[src/rtl/core/dbd_pkg.sv]
`timescale 1ns / 1ps
`default_nettype none

package dbd_pkg;

  // Field widths of one item.
  localparam int unsigned YEAR_W  = 14;
  localparam int unsigned MONTH_W = 4;
  localparam int unsigned DAY_W   = 5;
  localparam int unsigned DIFF_W  = 23;

  // Day numbers up to 9999-12-31 fit in 22 bits.
  localparam int unsigned DNUM_W = 22;
  // Quotient of a 14-bit year by 100.
  localparam int unsigned QUOT_W = 8;
  // Remainder by 100.
  localparam int unsigned REM_W  = 7;
  // Days before the first of a month.
  localparam int unsigned CUM_W  = 9;

  localparam logic [YEAR_W-1:0]  YEAR_MAX     = YEAR_W'(9999);
  localparam logic [MONTH_W-1:0] MONTH_JAN    = MONTH_W'(1);
  localparam logic [MONTH_W-1:0] MONTH_FEB    = MONTH_W'(2);
  localparam logic [MONTH_W-1:0] MONTH_DEC    = MONTH_W'(12);
  localparam logic [8:0]         DAYS_IN_YEAR = 9'd365;
  localparam logic [6:0]         CENTURY      = 7'd100;

  // Reciprocal of 100 scaled by 2^19; exact for every 14-bit dividend.
  localparam logic [12:0]        RECIP_100    = 13'd5243;
  localparam int unsigned        RECIP_SHIFT  = 19;

  // Command group from the controller to the datapath.
  typedef struct packed {
    logic capture;
    logic mul;
    logic sum;
    logic result;
  } dbd_cmd_t;

  // Length of a month in days, zero for a month code that means nothing.
  function automatic logic [DAY_W-1:0] month_len(input logic [MONTH_W-1:0] m,
                                                 input logic leap);
    logic [DAY_W-1:0] len;
    begin
      case (m)
        4'd1, 4'd3, 4'd5, 4'd7, 4'd8, 4'd10, 4'd12: len = 5'd31;
        4'd4, 4'd6, 4'd9, 4'd11:                     len = 5'd30;
        4'd2:                                        len = leap ? 5'd29 : 5'd28;
        default:                                     len = 5'd0;
      endcase
      return len;
    end
  endfunction

  // Days in a common year before the first of the month.
  function automatic logic [CUM_W-1:0] days_before(input logic [MONTH_W-1:0] m);
    logic [CUM_W-1:0] n;
    begin
      case (m)
        4'd2:    n = 9'd31;
        4'd3:    n = 9'd59;
        4'd4:    n = 9'd90;
        4'd5:    n = 9'd120;
        4'd6:    n = 9'd151;
        4'd7:    n = 9'd181;
        4'd8:    n = 9'd212;
        4'd9:    n = 9'd243;
        4'd10:   n = 9'd273;
        4'd11:   n = 9'd304;
        4'd12:   n = 9'd334;
        default: n = 9'd0;
      endcase
      return n;
    end
  endfunction

endpackage

`default_nettype wire

[src/rtl/core/dbd_ctrl.sv]
`timescale 1ns / 1ps
`default_nettype none

module dbd_ctrl
  import dbd_pkg::*;
(
  input  wire logic     clk_i,
  input  wire logic     rst_ni,
  input  wire logic     in_valid_i,
  output      logic     in_stall_o,
  output      logic     out_valid_o,
  input  wire logic     out_stall_i,
  output      dbd_cmd_t cmd_o
);

  typedef enum logic [1:0] {
    ST_IDLE,
    ST_MUL,
    ST_SUM,
    ST_RESULT
  } state_e;

  state_e state_q, state_d;
  logic   out_valid_q, out_valid_d;
  logic   load;

  // The output register may be loaded when it is empty or being drained.
  assign load = (state_q == ST_RESULT) && (!out_valid_q || !out_stall_i);

  // Next state and output valid.
  always_comb begin
    state_d     = state_q;
    out_valid_d = out_valid_q;
    if (out_valid_q && !out_stall_i) begin
      out_valid_d = 1'b0;
    end
    unique case (state_q)
      ST_IDLE: begin
        if (in_valid_i) begin
          state_d = ST_MUL;
        end
      end
      ST_MUL: begin
        state_d = ST_SUM;
      end
      ST_SUM: begin
        state_d = ST_RESULT;
      end
      ST_RESULT: begin
        if (load) begin
          state_d     = ST_IDLE;
          out_valid_d = 1'b1;
        end
      end
      default: begin
        state_d = ST_IDLE;
      end
    endcase
  end

  // State and registered outputs.
  always_ff @(posedge clk_i or negedge rst_ni) begin
    if (!rst_ni) begin
      state_q     <= ST_IDLE;
      out_valid_q <= 1'b0;
    end else begin
      state_q     <= state_d;
      out_valid_q <= out_valid_d;
    end
  end

  // Commands to the datapath.
  assign in_stall_o     = (state_q != ST_IDLE);
  assign out_valid_o    = out_valid_q;
  assign cmd_o.capture  = (state_q == ST_IDLE) && in_valid_i;
  assign cmd_o.mul      = (state_q == ST_MUL);
  assign cmd_o.sum      = (state_q == ST_SUM);
  assign cmd_o.result   = load;

endmodule

`default_nettype wire

[src/rtl/core/dbd_daynum.sv]
`timescale 1ns / 1ps
`default_nettype none

module dbd_daynum
  import dbd_pkg::*;
(
  input  wire logic               clk_i,
  input  wire logic               mul_i,
  input  wire logic               sum_i,
  input  wire logic [YEAR_W-1:0]  year_i,
  input  wire logic [MONTH_W-1:0] month_i,
  input  wire logic [DAY_W-1:0]   day_i,
  output      logic [DNUM_W-1:0]  dnum_o,
  output      logic               ok_o
);

  logic [YEAR_W-1:0]          prev_year;
  logic [YEAR_W+8:0]          p365_full;
  logic [YEAR_W+12:0]         qp_full;
  logic [YEAR_W+12:0]         qy_full;
  logic [DNUM_W-1:0]          p365_q;
  logic [QUOT_W-1:0]          qp_q;
  logic [QUOT_W-1:0]          qy_q;
  logic [YEAR_W-1:0]          cent_mul;
  logic [YEAR_W-1:0]          rem_full;
  logic [REM_W-1:0]           rem100;
  logic                       leap;
  logic                       year_ok;
  logic                       day_ok;
  logic [DAY_W-1:0]           len;
  logic [DNUM_W-1:0]          dnum_d;
  logic [DNUM_W-1:0]          dnum_q;
  logic                       ok_q;

  assign prev_year = year_i - YEAR_W'(1);

  // First step: whole years times 365, and both years divided by 100.
  assign p365_full = prev_year * DAYS_IN_YEAR;
  assign qp_full   = prev_year * RECIP_100;
  assign qy_full   = year_i * RECIP_100;

  always_ff @(posedge clk_i) begin
    if (mul_i) begin
      p365_q <= p365_full[DNUM_W-1:0];
      qp_q   <= QUOT_W'(qp_full >> RECIP_SHIFT);
      qy_q   <= QUOT_W'(qy_full >> RECIP_SHIFT);
    end
  end

  // Second step: leap rule, validity and the day number.
  assign cent_mul = YEAR_W'(qy_q) * YEAR_W'(CENTURY);
  assign rem_full = year_i - cent_mul;
  assign rem100   = rem_full[REM_W-1:0];
  assign leap     = (year_i[1:0] == 2'b00 && rem100 != '0) ||
                    (rem100 == '0 && qy_q[1:0] == 2'b00);
  assign year_ok  = (year_i != '0) && (year_i <= YEAR_MAX);
  assign len      = month_len(month_i, leap);
  assign day_ok   = (day_i != '0) && (day_i <= len);

  always_comb begin
    dnum_d = p365_q
           + DNUM_W'(prev_year >> 2)
           - DNUM_W'(qp_q)
           + DNUM_W'(qp_q >> 2)
           + DNUM_W'(days_before(month_i))
           + DNUM_W'(day_i);
    if (leap && month_i > MONTH_FEB) begin
      dnum_d = dnum_d + DNUM_W'(1);
    end
  end

  always_ff @(posedge clk_i) begin
    if (sum_i) begin
      dnum_q <= dnum_d;
      ok_q   <= year_ok && (month_i >= MONTH_JAN) && (month_i <= MONTH_DEC) && day_ok;
    end
  end

  assign dnum_o = dnum_q;
  assign ok_o   = ok_q;

endmodule

`default_nettype wire

[src/rtl/core/dbd_datapath.sv]
`timescale 1ns / 1ps
`default_nettype none

module dbd_datapath
  import dbd_pkg::*;
(
  input  wire logic                     clk_i,
  input  wire dbd_cmd_t                 cmd_i,
  input  wire logic [YEAR_W-1:0]        first_year_i,
  input  wire logic [MONTH_W-1:0]       first_month_i,
  input  wire logic [DAY_W-1:0]         first_day_i,
  input  wire logic [YEAR_W-1:0]        second_year_i,
  input  wire logic [MONTH_W-1:0]       second_month_i,
  input  wire logic [DAY_W-1:0]         second_day_i,
  output      logic signed [DIFF_W-1:0] day_difference_o,
  output      logic                     bad_date_o
);

  logic [YEAR_W-1:0]         y1_q, y2_q;
  logic [MONTH_W-1:0]        m1_q, m2_q;
  logic [DAY_W-1:0]          d1_q, d2_q;
  logic [DNUM_W-1:0]         n1, n2;
  logic                      ok1, ok2;
  logic [DIFF_W-1:0]         diff;
  logic signed [DIFF_W-1:0]  diff_q;
  logic                      bad_q;

  // Input capture; held for the whole item.
  always_ff @(posedge clk_i) begin
    if (cmd_i.capture) begin
      y1_q <= first_year_i;
      m1_q <= first_month_i;
      d1_q <= first_day_i;
      y2_q <= second_year_i;
      m2_q <= second_month_i;
      d2_q <= second_day_i;
    end
  end

  dbd_daynum u_first (
    .clk_i   (clk_i),
    .mul_i   (cmd_i.mul),
    .sum_i   (cmd_i.sum),
    .year_i  (y1_q),
    .month_i (m1_q),
    .day_i   (d1_q),
    .dnum_o  (n1),
    .ok_o    (ok1)
  );

  dbd_daynum u_second (
    .clk_i   (clk_i),
    .mul_i   (cmd_i.mul),
    .sum_i   (cmd_i.sum),
    .year_i  (y2_q),
    .month_i (m2_q),
    .day_i   (d2_q),
    .dnum_o  (n2),
    .ok_o    (ok2)
  );

  // Difference of day numbers, forced to zero for an invalid date.
  assign diff = {1'b0, n1} - {1'b0, n2};

  always_ff @(posedge clk_i) begin
    if (cmd_i.result) begin
      bad_q  <= !(ok1 && ok2);
      diff_q <= (ok1 && ok2) ? $signed(diff) : '0;
    end
  end

  assign day_difference_o = diff_q;
  assign bad_date_o       = bad_q;

endmodule

`default_nettype wire

[src/rtl/core/days_between_dates_core.sv]
`timescale 1ns / 1ps
`default_nettype none

// Signed day count between two Gregorian dates: day_difference_o is the first
// date minus the second, in days, with bad_date_o set and a zero difference when
// either date has a year outside 1..9999, a month outside 1..12 or a day outside
// its month. The block works on one item at a time: after it takes an item it
// does the multiplies by 365 and by the reciprocal of 100, then the leap rule
// and the day-number sum, then the subtraction, which loads the result into
// the output register; no new item is accepted before that load. The result
// waits in the output register, and the next item is accepted while it waits;
// that item then holds in its last step until the output register is drained.
module days_between_dates_core
  import dbd_pkg::*;
(
  input  wire logic                     clk_i,
  input  wire logic                     rst_ni,
  input  wire logic                     in_valid_i,
  output      logic                     in_stall_o,
  input  wire logic [YEAR_W-1:0]        first_year_i,
  input  wire logic [MONTH_W-1:0]       first_month_i,
  input  wire logic [DAY_W-1:0]         first_day_i,
  input  wire logic [YEAR_W-1:0]        second_year_i,
  input  wire logic [MONTH_W-1:0]       second_month_i,
  input  wire logic [DAY_W-1:0]         second_day_i,
  output      logic                     out_valid_o,
  input  wire logic                     out_stall_i,
  output      logic signed [DIFF_W-1:0] day_difference_o,
  output      logic                     bad_date_o
);

  dbd_cmd_t cmd;

  dbd_ctrl u_ctrl (
    .clk_i       (clk_i),
    .rst_ni      (rst_ni),
    .in_valid_i  (in_valid_i),
    .in_stall_o  (in_stall_o),
    .out_valid_o (out_valid_o),
    .out_stall_i (out_stall_i),
    .cmd_o       (cmd)
  );

  dbd_datapath u_datapath (
    .clk_i            (clk_i),
    .cmd_i            (cmd),
    .first_year_i     (first_year_i),
    .first_month_i    (first_month_i),
    .first_day_i      (first_day_i),
    .second_year_i    (second_year_i),
    .second_month_i   (second_month_i),
    .second_day_i     (second_day_i),
    .day_difference_o (day_difference_o),
    .bad_date_o       (bad_date_o)
  );

endmodule

`default_nettype wire
[config.mk]
export PLATFORM = sky130hd
export DESIGN_NAME = days_between_dates_core
export DESIGN_NICKNAME = d
export VERILOG_FILES = /design/src/rtl/core/dbd_pkg.sv /design/src/rtl/core/dbd_ctrl.sv /design/src/rtl/core/dbd_daynum.sv /design/src/rtl/core/dbd_datapath.sv /design/src/rtl/core/days_between_dates_core.sv
export SDC_FILE = /design/constraint.sdc
export NUM_CORES = 2
export LEC_CHECK = 0
export BUFFER_PORTS_ARGS = -buffer_cell sky130_fd_sc_hd__buf_4
export CELL_PAD_IN_SITES_DETAIL_PLACEMENT = 1
export CELL_PAD_IN_SITES_GLOBAL_PLACEMENT = 1
export CORE_MARGIN = 2
export CORE_UTILIZATION = 48
export DETAILED_ROUTE_END_ITERATION = 10
export GPL_TIMING_DRIVEN = 0
export PLACE_DENSITY = 0.9
export SLEW_MARGIN = 0
export SYNTH_ARGS = -nofsm -noshare
export SYNTH_HDL_FRONTEND = slang
export SYNTH_SLANG_ARGS = --single-unit
[constraint.sdc]
create_clock -name clk_i -period 6.7 [get_ports clk_i]
set_input_delay 1.34 -clock clk_i [delete_from_list [all_inputs] [get_ports clk_i]]
set_output_delay 1.34 -clock clk_i [all_outputs]
set_load 0.1 [all_outputs]
==> impl_metrics.csv <==
group,metric,value,unit
sta,period_needed,8.29,ns
place,place_congestion,0.903,
cells_and_area,fin_nets,4368,
yosys,post-synth-top-area-cell,"ha_1",
worst_setup_path,startpoint_type,"flip-flop",
worst_setup_path,r2r_slack,-1.59,ns
clock_network,clock_sinks,207,
outcome,violations,"setup timing",
routing,drt_iter0_drc,3552,
grt,overflow,0,
floorplanning,rows,93,
worst_setup_path,rr_endpoint,"u_datapath.u_second.qp_q[7]",
yosys,syn_inst,3040,
worst_setup_path,path_class,"reg -> reg",
place,preCtsSetupSlack,-2.01,ns
sta,setup_violations,50,
yosys,synth_warnings,0,
sta,fin_worst_skew,0.0422,ns
clock_network,h-tree-depth,1,
floorplanning,dieArea,67400,um2
yosys,synth_area,31300,um2
place,portBuffers,75,
yosys,synth_area_leaders,"ha_1 (26%), fa_1 (24%), edfxtp_1 (18%)",
yosys,synth_top_area_share,25.9,%
yosys,synth-seq-area-share,19.2,%
worst_setup_path,path_max_fanout,6,
sta,rsz0062_at_grt,"yes",
clock_network,clkTransAtPathRegs,0.08,ns
yosys,synth_edf_count,186,
worst_setup_path,timing.rr.start,"u_datapath.y2_q[2]",
sta,setup_ws,-1.59,ns
cells_and_area,layout-drive-gt1-share,14.6,%
floorplanning,core_area,64500,um2
grt,antenna_found_initial,15,
outcome,status,"complete, but fails checks",
sta,hold_viol,0,
sta,maxSlewHeadroom,12.4,%
worst_setup_path,cp-startpoint,"u_datapath.y2_q[2]",
yosys,ys_seq_elements,207,
cells_and_area,mostFrequentLayoutCells,"inv_1 (725), ha_1 (611), fa_1 (368)",
clock_network,cts_tree,"yes",
routing,ant_nets,0,
floorplanning,die_w,260,um
clock_network,clock_latency,0.62,ns
place,place_hpwl,73.3,mm
sta,worst_pin_slew,1.28,ns
hold_path,min_path_type,"in -> async",
yosys,synth-async-reset-ratio,1.45,%
cells_and_area,final_common_cell,"inv_1",
sta,period_share,124,%
flow_run,max_cap_violations,0,
worst_setup_path,worstPathArrival,8.65,ns
routing,wl,146,mm
floorplanning,io_pins,76,
grt,grt_pass1_wl,180,mm
grt,grt_pass1_vias,29500,
worst_setup_path,worstSetupEndpoint,"u_datapath.u_second.qp_q[7]",
worst_setup_path,worstPathRequired,7.06,ns
yosys,ys_types,79,
routing,post_drt_wl_per_cell,35.0,um
grt,grtUsageTotal,36.1,%
routing,drc,0,
grt,grt_max_degree,37,
place,dpl_cell_area,33100,um2
sta,max_freq,0.121,GHz
yosys,synth.avg_cell_area,10.3,um2
routing,vias,28000,
floorplanning,die_h,260,um
yosys,syn-num-nets,4117,
cells_and_area,final_area,36600,um2
routing,viasPerCell,6.70,
cells_and_area,post-route-util,56.8,%
yosys,synth_ff_type,"edfxtp_1",
clock_network,root_buffer,"clkbuf_16",
floorplanning,start_util,48.6,%
clock_network,postCtsHoldBufs,0,
worst_setup_path,end_kind,"flip-flop",
cells_and_area,synthToLayoutAreaGrowth,16.9,%
place,place_inst,3973,
sta,slew_violations,0,
cells_and_area,fin_cells,4171,
clock_network,cts_made_buffers,27,
routing,first_pass_iters,6,
clock_network,clock_path_buffers,3,
worst_setup_path,reg2reg_depth,27,
layout make-up:
class	instances	area, um2
inverter	762	2940
clock inverter	21	240
fill	6908	27800
sequential	207	6020
buffer	12	52.6
tap	855	1070
clock buffer	29	683
antenna	4	10.0
multi-input combinational	2059	23800
timing repair buffer	222	1810
sequential cells by signal (all words and copies together), names as in the netlist, 4 cells and up, named ones only:
name                         cells
u_datapath.d1_q                  5
u_datapath.d2_q                  5
u_datapath.day_difference_o     23
u_datapath.m1_q                  4
u_datapath.m2_q                  4
u_datapath.u_first.dnum_o       22
u_datapath.u_first.p365_q       22
u_datapath.u_first.qp_q          8
u_datapath.u_first.qy_q          5
u_datapath.u_second.dnum_o      22
u_datapath.u_second.p365_q      22
u_datapath.u_second.qp_q         8
u_datapath.u_second.qy_q         5
u_datapath.y1_q                 14
u_datapath.y2_q                 14
worst max-delay path, cell delays in order, from the launching register on:
cell        delay [ns]
edfxtp_1          0.50
clkinvlp_4        0.28
ha_4              0.22
nand2_1           0.28
nand2_2           0.19
nand2_4           0.14
nand3_4           0.12
a21boi_4          0.27
buf_12            0.15
xnor2_4           0.15
buf_6             0.20
xnor2_2           0.47
ha_1              0.37
ha_1              0.32
fa_1              0.51
fa_1              0.52
inv_1             0.07
fa_1              0.50
inv_1             0.07
ha_4              0.30
nand4_1           0.57
o21ai_4           0.62
nand3_4           0.28
a311oi_4          0.42
buf_4             0.20
nor2_4            0.05
a21oi_2           0.14
xnor2_1           0.10
metal layers:
metal | wire length (um) | GRT usage, %
met1 | 46300 | 38.5
met2 | 62800 | 59.3
met3 | 19900 | 11.1
met4 | 16900 | 28.6
met5 | 104 | 0.427
cells in the mapped netlist, types with 6 or more instances:
master       n
inv_1      762
ha_1       649
fa_1       378
edfxtp_1   186
xnor2_1    127
nand2_1    103
a21oi_1     94
nor2_1      83
o21ai_0     78
xor2_1      60
nor3_1      56
nand3_1     53
a21o_1      33
o21a_1      27
and3_1      26
nor2b_1     25
o21bai_1    19
a211oi_1    18
dfxtp_1     18
or3_1       18
nand4_1     16
and2_1      15
a21boi_0    14
mux2i_1     14
nand2b_1    13
clkbuf_1    11
a31oi_1      9
nor4_1       9
o211ai_1     8
nand3b_1     7
o31ai_1      7
a2111oi_0    6
a211o_1      6
worst min path at each step:
| stage | from | endpoint |
|---|---|---|
| finish | rst_ni | u_ctrl.out_valid_o |
| global route | rst_ni | u_ctrl.out_valid_o |
| CTS | rst_ni | u_ctrl.out_valid_o |
| detailed placement | u_ctrl.state_q[1] | u_ctrl.state_q[1] |
| global placement | u_ctrl.out_valid_o | u_ctrl.out_valid_o |
| floorplan | u_ctrl.state_q[1] | u_ctrl.state_q[1] |
kinds of logic (layout without fill, tap and decap cells):
logic type | after synthesis | after routing | share of synthesized area, %
buffers and inverters | 774 | 1046 | 9.29
adder cells (fa/ha/maj) | 1027 | 1027 | 50.0
flip-flops | 207 | 207 | 19.2
other | 0 | 4 | 0
AND/OR/NAND/NOR | 459 | 459 | 7.69
multiplexers | 19 | 19 | 0.627
AO/OA/AOI/OAI | 364 | 364 | 7.72
XOR/XNOR | 190 | 190 | 5.42
repair_timing:
| action | in CTS | in global routing |
|---|---|---|
| resized for setup | 154 | 148 |
| pin swaps | 38 | 87 |
| buffers inserted | 67 | 80 |
| endpoints found under the setup margin | 69 | 47 |
metrics by stage:
stage	setup TNS, ns	hold WS (ns)
after floorplan	0	0.533
after global placement	-32.76	0.518
after detailed placement	-51.21	0.572
after CTS	-0.0299	0.522
after global routing	-26.10	0.528
final	-28.63	0.528
Power is left out: the tool's default activity adds up to more than one toggle a clock period on the data nets, which glitch-free logic cannot reach.
